File: config.mk
export PLATFORM = sky130hd
export DESIGN_NAME = spike_event_bus_router_top_flat
export DESIGN_NICKNAME = d
export VERILOG_FILES = /design/src/hw/rtl/sebr_pkg.sv /design/src/hw/rtl/sebr_in_if.sv /design/src/hw/rtl/sebr_out_if.sv /design/src/hw/rtl/sebr_ctz.sv /design/src/hw/rtl/sebr_core.sv /design/src/hw/rtl/spike_event_bus_router_top.sv /design/src/flat_wrapper.sv
export SDC_FILE = /design/constraint.sdc
export NUM_CORES = 1
export LEC_CHECK = 0
export CORE_MARGIN = 4
export CORE_UTILIZATION = 30
export DETAILED_ROUTE_END_ITERATION = 8
export DONT_BUFFER_PORTS = 1
export PLACE_DENSITY_LB_ADDON = 0.15
export SETUP_SLACK_MARGIN = 0.5
export SLEW_MARGIN = 20
export SYNTH_ARGS = -nofsm -noshare
export SYNTH_HDL_FRONTEND = slang
export SYNTH_SLANG_ARGS = --single-unit
export TNS_END_PERCENT = 20
File: constraint.sdc
create_clock -name clk_i -period 4.1 [get_ports clk_i]
set_clock_uncertainty 0.1 [all_clocks]
set_input_delay 0.205 -clock clk_i [delete_from_list [all_inputs] [get_ports clk_i]]
set_output_delay 0.205 -clock clk_i [all_outputs]
set_load 0.03 [all_outputs]
File: src/hw/rtl/sebr_pkg.sv
`timescale 1ns / 1ps
// ----------------------------------------------------------------------------
// Spike event bus router package
// Shared widths, codes and item types for the event router.
// ----------------------------------------------------------------------------
package sebr_pkg;

  localparam int unsigned DATA_W    = 32;
  localparam int unsigned IDX_W     = 5;
  localparam int unsigned KIND_W    = 2;
  localparam int unsigned SEL_W     = 3;
  localparam int unsigned WARN_W    = 2;

  localparam logic [DATA_W-1:0] BARRIER_ID = {DATA_W{1'b1}};
  localparam logic [DATA_W-1:0] ADDR_STEP  = DATA_W'(4);
  localparam logic [IDX_W-1:0]  TZ_EMPTY   = IDX_W'(31);

  typedef enum logic [KIND_W-1:0] {
    KIND_BUS   = 2'd0,
    KIND_WRITE = 2'd1,
    KIND_READ  = 2'd2
  } kind_e;

  typedef enum logic [SEL_W-1:0] {
    SEL_BITFIELD  = 3'd0,
    SEL_ID_BASE   = 3'd1,
    SEL_BARRIER   = 3'd2,
    SEL_EVT_ADDR  = 3'd3,
    SEL_BAR_COUNT = 3'd4
  } reg_sel_e;

  typedef enum logic [WARN_W-1:0] {
    WARN_NONE     = 2'd0,
    WARN_BITFIELD = 2'd1,
    WARN_BARRIER  = 2'd2
  } warn_e;

  typedef struct packed {
    logic [KIND_W-1:0] kind;
    logic [SEL_W-1:0]  register_select;
    logic [DATA_W-1:0] write_data;
    logic              bus_rx_valid;
    logic [DATA_W-1:0] bus_rx_data;
    logic              bus_granted;
  } item_t;

  typedef struct packed {
    logic              tx_valid;
    logic [DATA_W-1:0] tx_data;
    logic              mem_write_valid;
    logic [DATA_W-1:0] mem_write_address;
    logic [DATA_W-1:0] mem_write_data;
    logic [DATA_W-1:0] read_data;
    logic [WARN_W-1:0] overwrite_warning;
  } result_t;

endpackage

File: src/hw/rtl/sebr_in_if.sv
`timescale 1ns / 1ps
// ----------------------------------------------------------------------------
// Router input channel
// Valid/ready channel carrying one request item.
// ----------------------------------------------------------------------------
interface sebr_in_if;
  logic                         valid;
  logic                         ready;
  logic [sebr_pkg::KIND_W-1:0]  kind;
  logic [sebr_pkg::SEL_W-1:0]   register_select;
  logic [sebr_pkg::DATA_W-1:0]  write_data;
  logic                         bus_rx_valid;
  logic [sebr_pkg::DATA_W-1:0]  bus_rx_data;
  logic                         bus_granted;

  modport source (
    output valid, kind, register_select, write_data, bus_rx_valid, bus_rx_data,
           bus_granted,
    input  ready
  );
  modport sink (
    input  valid, kind, register_select, write_data, bus_rx_valid, bus_rx_data,
           bus_granted,
    output ready
  );
endinterface

File: src/hw/rtl/sebr_out_if.sv
`timescale 1ns / 1ps
// ----------------------------------------------------------------------------
// Router output channel
// Valid/ready channel carrying one result item.
// ----------------------------------------------------------------------------
interface sebr_out_if;
  logic                         valid;
  logic                         ready;
  logic                         tx_valid;
  logic [sebr_pkg::DATA_W-1:0]  tx_data;
  logic                         mem_write_valid;
  logic [sebr_pkg::DATA_W-1:0]  mem_write_address;
  logic [sebr_pkg::DATA_W-1:0]  mem_write_data;
  logic [sebr_pkg::DATA_W-1:0]  read_data;
  logic [sebr_pkg::WARN_W-1:0]  overwrite_warning;

  modport source (
    output valid, tx_valid, tx_data, mem_write_valid, mem_write_address,
           mem_write_data, read_data, overwrite_warning,
    input  ready
  );
  modport sink (
    input  valid, tx_valid, tx_data, mem_write_valid, mem_write_address,
           mem_write_data, read_data, overwrite_warning,
    output ready
  );
endinterface

File: src/hw/rtl/sebr_ctz.sv
`timescale 1ns / 1ps
// ----------------------------------------------------------------------------
// Trailing-zero counter
// Priority encoder giving the lowest set bit; an empty word reads as 31.
// ----------------------------------------------------------------------------
module sebr_ctz (
  input  logic [sebr_pkg::DATA_W-1:0] word_i,
  output logic [sebr_pkg::IDX_W-1:0]  count_o
);

  always_comb begin
    count_o = sebr_pkg::TZ_EMPTY;
    for (int i = sebr_pkg::DATA_W - 1; i >= 0; i--) begin
      if (word_i[i]) begin
        count_o = sebr_pkg::IDX_W'(i);
      end
    end
  end

endmodule

File: src/hw/rtl/sebr_core.sv
`timescale 1ns / 1ps
// ----------------------------------------------------------------------------
// Router core
// Register file, send sequencer and receive path; updates on each item.
// ----------------------------------------------------------------------------
module sebr_core (
  input  logic                clk_i,
  input  logic                rst_ni,
  input  logic                fire_i,
  input  sebr_pkg::item_t     item_i,
  output sebr_pkg::result_t   result_o
);

  typedef enum logic [1:0] {
    ST_IDLE         = 2'd0,
    ST_EXTRACT      = 2'd1,
    ST_WAIT_SPIKE   = 2'd2,
    ST_WAIT_BARRIER = 2'd3
  } state_e;

  localparam int unsigned DW = sebr_pkg::DATA_W;
  localparam int unsigned IW = sebr_pkg::IDX_W;

  state_e        state_q, state_d;
  logic [DW-1:0] pending_q, pending_d;
  logic [DW-1:0] base_q, base_d;
  logic [DW-1:0] barrier_q, barrier_d;
  logic [DW-1:0] addr_q, addr_d;
  logic [DW-1:0] count_q, count_d;
  logic [DW-1:0] work_q, work_d;
  logic [DW-1:0] lbase_q, lbase_d;
  logic [IW-1:0] idx_q, idx_d;

  logic [IW-1:0] tz;
  logic          is_bus;
  logic          rx_event;
  logic          rx_barrier;

  sebr_ctz u_ctz (
    .word_i  (work_q),
    .count_o (tz)
  );

  assign is_bus     = (item_i.kind == sebr_pkg::KIND_BUS);
  assign rx_barrier = is_bus && item_i.bus_rx_valid && (item_i.bus_rx_data == sebr_pkg::BARRIER_ID);
  assign rx_event   = is_bus && item_i.bus_rx_valid && (item_i.bus_rx_data != sebr_pkg::BARRIER_ID);

  always_comb begin
    state_d   = state_q;
    pending_d = pending_q;
    base_d    = base_q;
    barrier_d = barrier_q;
    addr_d    = addr_q;
    count_d   = count_q;
    work_d    = work_q;
    lbase_d   = lbase_q;
    idx_d     = idx_q;
    result_o  = '0;

    case (item_i.kind)
      sebr_pkg::KIND_BUS: begin
        if (rx_barrier) begin
          count_d = count_q + DW'(1);
        end
        if (rx_event) begin
          result_o.mem_write_valid   = 1'b1;
          result_o.mem_write_address = addr_q;
          result_o.mem_write_data    = item_i.bus_rx_data;
          addr_d                     = addr_q + sebr_pkg::ADDR_STEP;
        end
        case (state_q)
          ST_IDLE: begin
            if (pending_q != '0) begin
              work_d    = pending_q;
              lbase_d   = base_q;
              idx_d     = '0;
              state_d   = ST_EXTRACT;
              pending_d = '0;
            end else if (barrier_q != '0) begin
              state_d   = ST_WAIT_BARRIER;
              barrier_d = '0;
            end
          end
          ST_EXTRACT: begin
            idx_d   = idx_q + tz;
            work_d  = (work_q >> tz) >> 1;
            state_d = ST_WAIT_SPIKE;
          end
          ST_WAIT_SPIKE: begin
            result_o.tx_valid = 1'b1;
            result_o.tx_data  = DW'(idx_q) | lbase_q;
            if (item_i.bus_granted) begin
              if (work_q == '0) begin
                state_d = ST_IDLE;
              end else begin
                idx_d   = idx_q + IW'(1);
                state_d = ST_EXTRACT;
              end
            end
          end
          default: begin
            result_o.tx_valid = 1'b1;
            result_o.tx_data  = sebr_pkg::BARRIER_ID;
            if (item_i.bus_granted) begin
              state_d = ST_IDLE;
            end
          end
        endcase
      end
      sebr_pkg::KIND_WRITE: begin
        case (item_i.register_select)
          sebr_pkg::SEL_BITFIELD: begin
            if (pending_q != '0) begin
              result_o.overwrite_warning = sebr_pkg::WARN_BITFIELD;
            end
            pending_d = item_i.write_data;
          end
          sebr_pkg::SEL_ID_BASE:   base_d = item_i.write_data;
          sebr_pkg::SEL_BARRIER: begin
            if (barrier_q != '0) begin
              result_o.overwrite_warning = sebr_pkg::WARN_BARRIER;
            end
            barrier_d = item_i.write_data;
          end
          sebr_pkg::SEL_EVT_ADDR:  addr_d  = item_i.write_data;
          sebr_pkg::SEL_BAR_COUNT: count_d = item_i.write_data;
          default: ;
        endcase
      end
      sebr_pkg::KIND_READ: begin
        case (item_i.register_select)
          sebr_pkg::SEL_BITFIELD:  result_o.read_data = pending_q;
          sebr_pkg::SEL_ID_BASE:   result_o.read_data = base_q;
          sebr_pkg::SEL_BARRIER:   result_o.read_data = barrier_q;
          sebr_pkg::SEL_EVT_ADDR:  result_o.read_data = addr_q;
          sebr_pkg::SEL_BAR_COUNT: result_o.read_data = count_q;
          default:                 result_o.read_data = '0;
        endcase
      end
      default: ;
    endcase
  end

  always_ff @(posedge clk_i or negedge rst_ni) begin
    if (!rst_ni) begin
      state_q   <= ST_IDLE;
      pending_q <= '0;
      base_q    <= '0;
      barrier_q <= '0;
      addr_q    <= '0;
      count_q   <= '0;
      work_q    <= '0;
      lbase_q   <= '0;
      idx_q     <= '0;
    end else if (fire_i) begin
      state_q   <= state_d;
      pending_q <= pending_d;
      base_q    <= base_d;
      barrier_q <= barrier_d;
      addr_q    <= addr_d;
      count_q   <= count_d;
      work_q    <= work_d;
      lbase_q   <= lbase_d;
      idx_q     <= idx_d;
    end
  end

endmodule

File: src/hw/rtl/spike_event_bus_router_top.sv
`timescale 1ns / 1ps
// ----------------------------------------------------------------------------
// Spike event bus router
// Register access and bus-cycle sequencing for a shared spike event bus.
// ----------------------------------------------------------------------------
// Every input item (register write, register read or one bus cycle) yields
// exactly one result item, held in an output register and presented in the
// cycle after acceptance. A new item is accepted every clock while the output
// register is empty or being drained in the same cycle, so throughput is one
// item per cycle; the figure is set by the single output register. The
// lowest-set-bit priority encoder sits between the working bitfield and the
// spike index register, off the result path.
module spike_event_bus_router_top (
  input  logic        clk_i,
  input  logic        rst_ni,
  sebr_in_if.sink     in_i,
  sebr_out_if.source  out_o
);

  sebr_pkg::item_t   item;
  sebr_pkg::result_t result;
  sebr_pkg::result_t res_q;
  logic              out_valid_q;
  logic              fire;

  assign in_i.ready = !out_valid_q || out_o.ready;
  assign fire       = in_i.valid && in_i.ready;

  assign item.kind            = in_i.kind;
  assign item.register_select = in_i.register_select;
  assign item.write_data      = in_i.write_data;
  assign item.bus_rx_valid    = in_i.bus_rx_valid;
  assign item.bus_rx_data     = in_i.bus_rx_data;
  assign item.bus_granted     = in_i.bus_granted;

  sebr_core u_core (
    .clk_i    (clk_i),
    .rst_ni   (rst_ni),
    .fire_i   (fire),
    .item_i   (item),
    .result_o (result)
  );

  always_ff @(posedge clk_i or negedge rst_ni) begin
    if (!rst_ni) begin
      out_valid_q <= 1'b0;
    end else if (in_i.ready) begin
      out_valid_q <= in_i.valid;
    end
  end

  always_ff @(posedge clk_i) begin
    if (fire) begin
      res_q <= result;
    end
  end

  assign out_o.valid             = out_valid_q;
  assign out_o.tx_valid          = res_q.tx_valid;
  assign out_o.tx_data           = res_q.tx_data;
  assign out_o.mem_write_valid   = res_q.mem_write_valid;
  assign out_o.mem_write_address = res_q.mem_write_address;
  assign out_o.mem_write_data    = res_q.mem_write_data;
  assign out_o.read_data         = res_q.read_data;
  assign out_o.overwrite_warning = res_q.overwrite_warning;

endmodule
File: src/flat_wrapper.sv
// flat-port wrapper written by rule: the top's interface ports become plain ports
module spike_event_bus_router_top_flat 
  (clk_i, rst_ni, in_i_valid, in_i_kind, in_i_register_select, in_i_write_data, in_i_bus_rx_valid, in_i_bus_rx_data, in_i_bus_granted, in_i_ready, out_o_valid, out_o_tx_valid, out_o_tx_data, out_o_mem_write_valid, out_o_mem_write_address, out_o_mem_write_data, out_o_read_data, out_o_overwrite_warning, out_o_ready);
  sebr_in_if in_i_i ();
  sebr_out_if out_o_i ();
  input  logic clk_i;
  input  logic rst_ni;
  input wire logic [$bits(in_i_i.valid)-1:0] in_i_valid;
  input wire logic [$bits(in_i_i.kind)-1:0] in_i_kind;
  input wire logic [$bits(in_i_i.register_select)-1:0] in_i_register_select;
  input wire logic [$bits(in_i_i.write_data)-1:0] in_i_write_data;
  input wire logic [$bits(in_i_i.bus_rx_valid)-1:0] in_i_bus_rx_valid;
  input wire logic [$bits(in_i_i.bus_rx_data)-1:0] in_i_bus_rx_data;
  input wire logic [$bits(in_i_i.bus_granted)-1:0] in_i_bus_granted;
  output wire logic [$bits(in_i_i.ready)-1:0] in_i_ready;
  output wire logic [$bits(out_o_i.valid)-1:0] out_o_valid;
  output wire logic [$bits(out_o_i.tx_valid)-1:0] out_o_tx_valid;
  output wire logic [$bits(out_o_i.tx_data)-1:0] out_o_tx_data;
  output wire logic [$bits(out_o_i.mem_write_valid)-1:0] out_o_mem_write_valid;
  output wire logic [$bits(out_o_i.mem_write_address)-1:0] out_o_mem_write_address;
  output wire logic [$bits(out_o_i.mem_write_data)-1:0] out_o_mem_write_data;
  output wire logic [$bits(out_o_i.read_data)-1:0] out_o_read_data;
  output wire logic [$bits(out_o_i.overwrite_warning)-1:0] out_o_overwrite_warning;
  input wire logic [$bits(out_o_i.ready)-1:0] out_o_ready;
  assign in_i_i.valid = in_i_valid;
  assign in_i_i.kind = in_i_kind;
  assign in_i_i.register_select = in_i_register_select;
  assign in_i_i.write_data = in_i_write_data;
  assign in_i_i.bus_rx_valid = in_i_bus_rx_valid;
  assign in_i_i.bus_rx_data = in_i_bus_rx_data;
  assign in_i_i.bus_granted = in_i_bus_granted;
  assign in_i_ready = in_i_i.ready;
  assign out_o_valid = out_o_i.valid;
  assign out_o_tx_valid = out_o_i.tx_valid;
  assign out_o_tx_data = out_o_i.tx_data;
  assign out_o_mem_write_valid = out_o_i.mem_write_valid;
  assign out_o_mem_write_address = out_o_i.mem_write_address;
  assign out_o_mem_write_data = out_o_i.mem_write_data;
  assign out_o_read_data = out_o_i.read_data;
  assign out_o_overwrite_warning = out_o_i.overwrite_warning;
  assign out_o_i.ready = out_o_ready;
  spike_event_bus_router_top u_core (.clk_i(clk_i), .rst_ni(rst_ni), .in_i(in_i_i), .out_o(out_o_i));
endmodule
* Yosys cells after proc, flatten, opt, wreduce, memory -nomap -nowiden
Cells that the tools add are included.
** Word-level totals
- Register bits :: 364
- Logic and storage cells :: 138
** Cells by class
- Mux-type cells :: 64
- Reduce and logical (&&, ||, !) cells :: 27
- $add $sub $neg :: 4
- Bitwise gates (word level) :: 1
- Shift operators :: 1
- Equality and inequality tests :: 24
** Operators with widths (count)
- $mux W32 :: 12
- $pmux W32 S2 :: 5
- $pmux W32 S5 :: 1
- $mux W5 :: 19
- $pmux W33 S2 :: 1
- $mux W65 :: 1
- $reduce_bool A32 Y1 :: 2
- $add A32 B1 Y32 const B :: 1
- $add A32 B3 Y32 const B :: 1
- $eq A32 B32 Y1 const B :: 1
- $logic_not A32 Y1 :: 1
- $mux W4 :: 8
- $ne A32 B32 Y1 const B :: 1
- $or A5 B32 Y32 :: 1
- $shr A32 B5 Y32 :: 1
- $ne A2 B2 Y1 const B :: 8
- $reduce_and A4 Y1 :: 4
- $pmux W5 S3 :: 1
- $mux W2 :: 7
- $mux W3 :: 4
- $reduce_and A6 Y1 :: 2
- $ne A2 B1 Y1 const B :: 5
- $reduce_and A5 Y1 :: 2
- $eq A3 B2 Y1 const B :: 2
- 20 further kinds :: 30

* Longest topological paths before layout
Gate-level depths: netlist of the first run.
- Depth after elaboration :: 33
- Mapped depth :: 17
- Mapped depth without buffers :: 14

* Hierarchy
A second synthesis of the first run with hierarchy kept.
** Unflattened totals
- Cells, all modules :: 1797
- Area total of the unflattened synthesis :: 19535.0 um2
** By module, submodules not included
- sebr_core :: sequential area each 5780.5 um2, cells an instance 1600, instances 1, area each 15173.3 um2
- spike_event_bus_router_top :: sequential area each 3988.8 um2, cells an instance 136, instances 1, area each 4017.6 um2
- sebr_ctz :: sequential area each 0.0 um2, cells an instance 61, instances 1, area each 344.1 um2

* Worst setup path after synthesis of the first run
No wires, ideal clock.
- Path kind :: register to register
- Start :: register u_core.out_valid_q (netlist: u_core.out_o.valid)
- End :: register u_core.res_q, in the netlist u_core.out_o.mem_write_address[0] (enable)
- Setup slack :: 8 ps
- Data arrival time :: 3507 ps
- Stages on the path, launching flop included :: 4
- Path buffers :: 0
- Setup time :: 485 ps
- Cells stage by stage :: dfrtp_1 -> nand2b_1 -> nand2_1 -> inv_1
** On the way
- Cells in the longest elaborated chain, start to end :: 3
** Ends and longest elaborated chain
- start, declared :: line spike_event_bus_router_top.sv:23 : logic out_valid_q;
- start signal, assigned :: line spike_event_bus_router_top.sv:48 : out_valid_q <= in_i.valid;
- $logic_not A1 Y1 :: line spike_event_bus_router_top.sv:26 : assign in_i.ready = !out_valid_q || out_o.ready;
- $logic_or A1 B1 Y1 :: line spike_event_bus_router_top.sv:26
- named net in_i_ready :: line flat_wrapper.sv:15 : output wire logic [$bits(in_i_i.ready)-1:0] in_i_ready;
- $logic_and A1 B1 Y1 :: line spike_event_bus_router_top.sv:27 : assign fire = in_i.valid && in_i.ready;
- named net u_core.fire :: line spike_event_bus_router_top.sv:24 : logic fire;
- end signal, assigned :: line spike_event_bus_router_top.sv:54 : res_q <= result;
- end, declared :: line spike_event_bus_router_top.sv:22 : sebr_pkg::result_t res_q;
The timed path passes the listed nets, and every way through them passes these cells.
A chain may end at the register's enable or synchronous reset.

* Worst setup path after layout of the first run
- Start :: register u_core.u_core.work_q[21]
- End :: register u_core.u_core.work_q[9]
** On the way
- Cells in the longest elaborated chain, start to end :: 24
** Ends and longest elaborated chain
- start, declared :: line sebr_core.sv:30 : logic [DW-1:0] work_q, work_d;
- start signal, assigned :: line sebr_core.sv:162 : work_q <= work_d;
- $mux W4 (6 in series) :: line sebr_ctz.sv:14 : if (word_i[i]) begin
- $mux W5 (16 in series) :: line sebr_ctz.sv:14
- $shr A32 B5 Y32 (*) :: line sebr_core.sv:86 : work_d = (work_q >> tz) >> 1;
- $pmux W32 S2 (*) :: line sebr_core.sv:71 : case (state_q)
Every way passes the cells marked *; elsewhere a longest branch is shown, timed or not.

==> reports/results.ini, run 1 <==
[worst_setup_path]
cp.required_ps=4440
start_kind=flop
cp_max_fo=20
worst-setup-path-type=reg2reg
cp_slowest_cell=or4_1
worstPathArrival_ps=3830
end_kind=flop
cp_cell_sequence=or4_1, o211ai_1, a31o_1, buf_4, mux2i_1, mux2i_1, a22oi_1, o221ai_1, a22oi_1, a21oi_1
critPathMaxStageDelay_ps=540

[sta]
setup_ws_ps=613
period_share=0.851
fin_crit_ps=3490
hold_slack_ps=-733
final_hold_viol_count=232
finalSetupViolCount=0
relSlewSlack=0.221
fmax_mhz=287
worstMarginPinSlew_ps=1160
drv_slew=0
rsz0062_at_grt=true
tns_ps=0

[floorplan]
io_pins=209
rows=90
die-height_um=256
fp.dieW_um=256
start_util=0.304
dieArea_mm2=0.0654
core_mm2=0.0606

[logic_synthesis]
syn_area_mm2=0.0184
synth_top_family_by_area=compound AO/OA/AOI/OAI gates
synthMuxAreaShare=0.102
ys_types=68
synthSimpleGateAreaFrac=0.142
synth-xor-area-share=0.00143
syn-instance-count=1854
synth_area_leaders=dfrtp_1, edfxtp_1, a21oi_1
syn_area_per_cell_um2=9.92
synthFlopType=dfrtp_1
synthAdderAreaFrac=0.00789
ys_seq_area_frac=0.531
synth_compound_area_frac=0.176
ys_ff_latch=364
syn_nets=1940
ys.warnings.count=0
synth_edf_count=132
async_flop_share=0.637
synth_top_area_cell=dfrtp_1
synth_top_area_share=0.316

[pwr]
p_per_area_mw_per_mm2=639
power.leakage_nw=8.63
power_mw=13.8
ir_worst_vdd_mv=0.265

[drt]
vias=15000
drc=0
drt.antenna.violating_nets=0
wl_per_cell_um=23.7
drt_first_pass_iters=6
drt_iter0_markers=1306
via_per_inst=5.52
routed_wirelength_um=64100

[cells_and_area]
multi_input_area_mm2=0.00800
antenna_cells=0
fin_nets=1980
fillers=6087
fin_cells=2710
syn2layout_area_growth_pct=17.1
drive_gt1_frac=0.111
register_area_mm2=0.00977

[clocking]
cts-htree-levels=2
clk_pin_slew_ps=60
hold_buffers=76
root_buffer=clkbuf_16
clock_sinks=364
cts_made_buffers=44
insertion_delay_ps=560
clock_path_buffers=3
tritoncts=done

[min_path]
hold_class=in2async

[placement]
place_ws_ps=487
io_buffers=0
gp_congestion=0.912
dp_hpwl_um=44900
place_inst=2554

[job]
drv_cap=0

[global_route]
grt_pass1_wl_um=97800
grt_max_degree=233
grt.total_usage=0.191
grt.overflow.total=0
grt_pass1_vias=14800
antenna_found_initial=4

[status]
violations=hold timing
status=complete, but fails checks

Yosys cell counts, types with 13 or more instances:
cell / count
mux2i_1: 94
nand2_1: 229
nor2_1: 116
edfxtp_1: 132
nor4_1: 26
clkbuf_1: 103
and2_1: 62
mux2_2: 75
a22oi_1: 37
nand3_1: 42
a21oi_1: 228
nand4_1: 25
o22ai_1: 31
dfrtp_1: 232
nor3_1: 17
o21ai_0: 156
inv_1: 59
o31ai_1: 13
stage by stage:
stage / cell area [um2] / util
after floorplan: 18400 / -
after global placement: 19300 / 0.318
after detailed placement: 19300 / 0.318
after CTS: 21500 / 0.355
after global routing: 21600 / 0.356
final: 21600 / 0.356
flip-flops by register name, summed over array words and instances (netlist names):
name	flops
u_core.u_core.pending_q	32
u_core.u_core.idx_q	5
u_core.out_o.overwrite_warning	2
u_core.u_core.work_q	32
u_core.out_o.mem_write_address	32
u_core.out_o.tx_data	32
u_core.out_o.mem_write_valid	1
u_core.out_o.read_data	32
u_core.u_core.lbase_q	32
u_core.u_core.base_q	32
u_core.out_o.valid	1
u_core.out_o.mem_write_data	32
u_core.u_core.count_q	32
u_core.u_core.state_q	2
u_core.u_core.addr_q	32
u_core.u_core.barrier_q	32
u_core.out_o.tx_valid	1
power breakdown:
group | internal, mW | switching [mW] | leakage [nW] | total, mW
clock network | 2.42 | 1.61 | 0.732 | 4.03
logic | 1.62 | 2.33 | 3.55 | 3.95
registers | 4.62 | 1.17 | 4.35 | 5.79
total | 8.66 | 5.11 | 8.63 | 13.8
worst max-delay path: cells and delay by family, from the launching register on:
kind	cells	cell delay, ps
AOI/OAI and AO/OA	6	1450
and+or+nand+nor	1	540
muxes	2	520
DFF	1	460
buffers and inverters	1	300
final timing paths:
kind | slack, ps | start | depth (start not counted) | endpoint
hold / removal | -730 | rst_ni | 0 | u_core.u_core.work_q[6]
setup / recovery | 610 | u_core.u_core.work_q[21] | 10 | u_core.u_core.work_q[9]
max in group asynchronous | 4010 | rst_ni | 0 | u_core.u_core.base_q[27]
min in group clk_i | 20 | in_i_kind[1] | 4 | u_core.u_core.pending_q[28]
hold reg to reg | 400 | u_core.u_core.lbase_q[12] | 1 | u_core.u_core.lbase_q[12]
setup reg to reg | 610 | u_core.u_core.work_q[21] | 10 | u_core.u_core.work_q[9]
final cells by class:
type / instances / share of cell area
multi-input cells: 1306 / 0.371
repair buffers: 118 / 0.0507
inverters: 60 / 0.0106
flip-flops and latches: 364 / 0.453
clock buffers: 55 / 0.0563
well taps: 782 / 0.0454
clock inverters: 25 / 0.0126
cells by family after synthesis:
group           after synthesis
simple gates                564
compound gates              555
flops                       364
buf+inv                     184
mux                         173
fa+ha+maj                    11
xor+xnor                      3
cells in the final DEF (no fill, tap or decap), types with 5 or more instances in the layout:
cell type	count
dfrtp_1	232
nand2_1	227
a21oi_1	225
o21ai_0	155
edfxtp_1	132
nor2_1	114
mux2i_1	94
dlygate4sd3_1	76
mux2_2	75
and2_1	62
inv_1	58
clkbuf_16	45
nand3_1	42
buf_4	40
a22oi_1	37
o22ai_1	31
nor4_1	26
nand4_1	25
nor3_1	15
o31ai_1	13
o211ai_1	12
a22o_1	12
and3_1	11
a31oi_1	10
ha_1	9
clkinv_2	9
nand2b_1	8
o221ai_1	8
a21o_1	6
nor2b_1	5
clkinv_1	5
bufinv_16	5
clkbuf_8	5
clkbuf_1	5
routing by layer:
layer | up-vias | part of all wire | GRT usage | routed length (um)
li1 | 6845 | - | - | -
met1 | 7468 | 0.47 | 0.280 | 30200
met2 | 538 | 0.44 | 0.290 | 28300
met3 | 107 | 0.061 | 0.0356 | 3920
met4 | 0 | 0.026 | 0.0512 | 1640
met5 | - | 0 | 0 | 0
timing repair:
item / CTS / global route
gates resized for setup: 1 / 5
pin swaps: 0 / 0
hold endpoints to repair: 438 / 232
buffers inserted: 0 / 0
cloned: 0 / 0
endpoints found under the setup margin: 2 / 11
No activity file was read; power rests on OpenSTA's default activity.
==> run 2, diff against run 1 <==
--- a/config.mk
+++ b/config.mk
@@ -5,7 +5,8 @@
 export SDC_FILE = /design/constraint.sdc
 export NUM_CORES = 1
 export LEC_CHECK = 0
-export CORE_MARGIN = 4
+export ABC_AREA = 1
+export CORE_MARGIN = 2
 export CORE_UTILIZATION = 30
 export DETAILED_ROUTE_END_ITERATION = 8
 export DONT_BUFFER_PORTS = 1
==> reports/results.ini, run 2 <==
[status]
status=complete, but fails checks  ; unchanged
violations=hold timing  ; unchanged

[sta]
relSlewSlack=0.284  ; was 0.221
worstMarginPinSlew_ps=1070  ; was 1160 ps
tns_ps=0  ; unchanged
final_hold_viol_count=232  ; unchanged
period_share=0.863  ; was 0.851
fin_crit_ps=3540  ; was 3490 ps
setup_ws_ps=560  ; was 613 ps
rsz0062_at_grt=true  ; unchanged
drv_slew=0  ; unchanged
fmax_mhz=282  ; was 287 MHz
hold_slack_ps=-779  ; was -733 ps
finalSetupViolCount=0  ; unchanged

[logic_synthesis]
synth_top_family_by_area=simple AND/OR/NAND/NOR gates  ; was compound AO/OA/AOI/OAI gates
synthAdderAreaFrac=0.00777  ; was 0.00789
ys_types=46  ; was 68
synth_top_area_cell=dfrtp_1  ; unchanged
syn_area_per_cell_um2=8.40  ; was 9.92 um2
synthFlopType=dfrtp_1  ; unchanged
ys.warnings.count=0  ; unchanged
syn_area_mm2=0.0187  ; was 0.0184 mm2
synth_top_area_share=0.311  ; was 0.316
syn-instance-count=2224  ; was 1,854
synth_compound_area_frac=0.127  ; was 0.176
synthMuxAreaShare=0.0175  ; was 0.102
synthSimpleGateAreaFrac=0.236  ; was 0.142
syn_nets=2310  ; was 1,940
synth_common_cells=nand2_1, inv_1, nor2_1  ; was dfrtp_1, nand2_1, a21oi_1
synth_most_common_cell=nand2_1  ; was dfrtp_1
synth_edf_count=132  ; unchanged
ys_ff_latch=364  ; unchanged
ys_seq_area_frac=0.523  ; was 0.531
async_flop_share=0.637  ; unchanged
synth-xor-area-share=0.00984  ; was 0.00143
synth_area_leaders=dfrtp_1, edfxtp_1, nand2_1  ; was dfrtp_1, edfxtp_1, a21oi_1

[cells_and_area]
final_common_cell=nand2_1  ; was dfrtp_1
syn2layout_area_growth_pct=18.1  ; was 17.1%
design_area_mm2=0.0221  ; was 0.0216 mm2
fin_cells=3161  ; was 2,710
mostFrequentLayoutCells=nand2_1, inv_1, nor2_1  ; was dfrtp_1, nand2_1, a21oi_1
postLayoutCoreUtil=0.358  ; was 0.356
fillers=6346  ; was 6,087
drive_gt1_frac=0.0827  ; was 0.111
fin_nets=2372  ; was 1,980

[worst_setup_path]
cp_max_fo=2  ; was 20
start_kind=flop  ; unchanged
cp_slowest_cell=dfrtp_1  ; was or4_1
worstPathArrival_ps=3870  ; was 3830 ps
critPathMaxStageDelay_ps=380  ; was 540 ps
crit_top_cell=nand2_1
worst-setup-path-type=reg2reg  ; unchanged
cp.required_ps=4430  ; was 4440 ps
end_kind=flop  ; unchanged

[clocking]
clk_pin_slew_ps=70  ; was 60 ps
clock_path_buffers=3  ; unchanged
clock_sinks=364  ; unchanged
cts-htree-levels=2  ; unchanged
tritoncts=done  ; unchanged
hold_buffers=76  ; unchanged
insertion_delay_ps=580  ; was 560 ps
root_buffer=clkbuf_16  ; unchanged
cts_made_buffers=44  ; unchanged

[floorplan]
die-height_um=254  ; was 256 um
dieArea_mm2=0.0643  ; was 0.0654 mm2
fp.dieW_um=254  ; was 256 um
io_pins=209  ; unchanged
rows=91  ; was 90
start_util=0.303  ; was 0.304
core_mm2=0.0616  ; was 0.0606 mm2

[drt]
drt.antenna.violating_nets=0  ; unchanged
vias=16300  ; was 15,000
routed_wirelength_um=65700  ; was 64,100 um
wl_per_cell_um=20.8  ; was 23.7 um
drc=0  ; unchanged
drt_iter0_markers=1527  ; was 1,306
drt_first_pass_iters=6  ; unchanged
via_per_inst=5.15  ; was 5.52

[global_route]
grt_pass1_wl_um=99800  ; was 97,800 um
grt_max_degree=233  ; unchanged
antenna_found_initial=6  ; was 4
grt.total_usage=0.203  ; was 0.191
grt.overflow.total=0  ; unchanged
grt_pass1_vias=15900  ; was 14,800

[placement]
place_inst=2987  ; was 2,554
dp_hpwl_um=46300  ; was 44,900 um
io_buffers=0  ; unchanged
gp_congestion=0.932  ; was 0.912
place_area_mm2=0.0197  ; was 0.0193 mm2
place_ws_ps=359  ; was 487 ps

[pwr]
power_mw=14.1  ; was 13.8 mW
ir_worst_vdd_mv=0.354  ; was 0.265 mV
power.leakage_nw=9.42  ; was 8.63 nW
p_per_area_mw_per_mm2=637  ; was 639 mW/mm2

[min_path]
hold_class=in2async  ; unchanged

[job]
drv_cap=0  ; unchanged

-- run 2: worst paths after layout --
| kind | endpoint | slack (ps) | cells past startpoint | startpoint |
|---|---|---|---|---|
| worst min register to register | u_core.u_core.lbase_q[27] | 380 | 2 | u_core.u_core.lbase_q[27] |
| worst max-delay path | u_core.u_core.idx_q[4] | 560 | 40 | u_core.u_core.work_q[29] |
| min in group clk_i | u_core.out_o.mem_write_valid | 30 | 5 | in_i_bus_rx_data[21] |
| max in group asynchronous | u_core.u_core.work_q[18] | 4180 | 0 | rst_ni |
| worst max register to register | u_core.u_core.idx_q[4] | 560 | 40 | u_core.u_core.work_q[29] |
| worst min-delay path | u_core.u_core.work_q[1] | -780 | 0 | rst_ni |
-- run 2: per-layer routing --
metal,vias up,global-route usage,part of all wire
met5,-,0,0.00056
met4,6,0.0478,0.018
met3,87,0.0382,0.060
met2,479,0.322,0.46
met1,7998,0.287,0.46
li1,7714,-,-
-- run 2: where the power goes --
part / total, mW / leakage [nW] / internal (mW) / switching [mW]
clock: 3.94 / 0.698 / 2.30 / 1.64
sequential: 5.56 / 4.23 / 4.62 / 0.936
combinational: 4.55 / 4.49 / 1.57 / 2.98
total: 14.1 / 9.42 / 8.50 / 5.55
-- run 2: cell families after synthesis --
| kind of cell | count (synthesis) |
|---|---|
| and+or+nand+nor | 1011 |
| xor gates and xnor gates | 21 |
| adders and majority gates | 11 |
| muxes | 29 |
| buffers and inverters | 387 |
| AOI/OAI and AO/OA | 401 |
| DFF | 364 |
-- run 2: area by class of cell --
| type | instances | area, um2 | share of cell area |
|---|---|---|---|
| Inverter | 271 | 1020 | 0.0464 |
| Clock inverter | 14 | 158 | 0.00714 |
| Sequential cell | 364 | 9770 | 0.443 |
| Clock buffer | 68 | 1280 | 0.0582 |
| Tap cell | 837 | 1050 | 0.0474 |
| Timing Repair Buffer | 132 | 1220 | 0.0554 |
| Multi-Input combinational cell | 1473 | 7560 | 0.343 |
| Antenna cell | 2 | 5.00 | 0.000227 |
-- run 2: repair_timing --
action,4_1_cts,5_1_grt
setup buffers,5,9
pin swaps,7,17
resized for setup,4,13
endpoints found under the setup margin,1,35
hold endpoints to repair,429,232
-- run 2: worst max-delay path, delay by kind of cell (launching register included) --
kind / cells / cell delay, ps
AND/OR/NAND/NOR: 30 / 1700
adder cells (fa/ha/maj): 2 / 460
flip-flops: 1 / 380
AO/OA/AOI/OAI: 3 / 330
XOR/XNOR: 2 / 320
buffers and inverters: 3 / 110
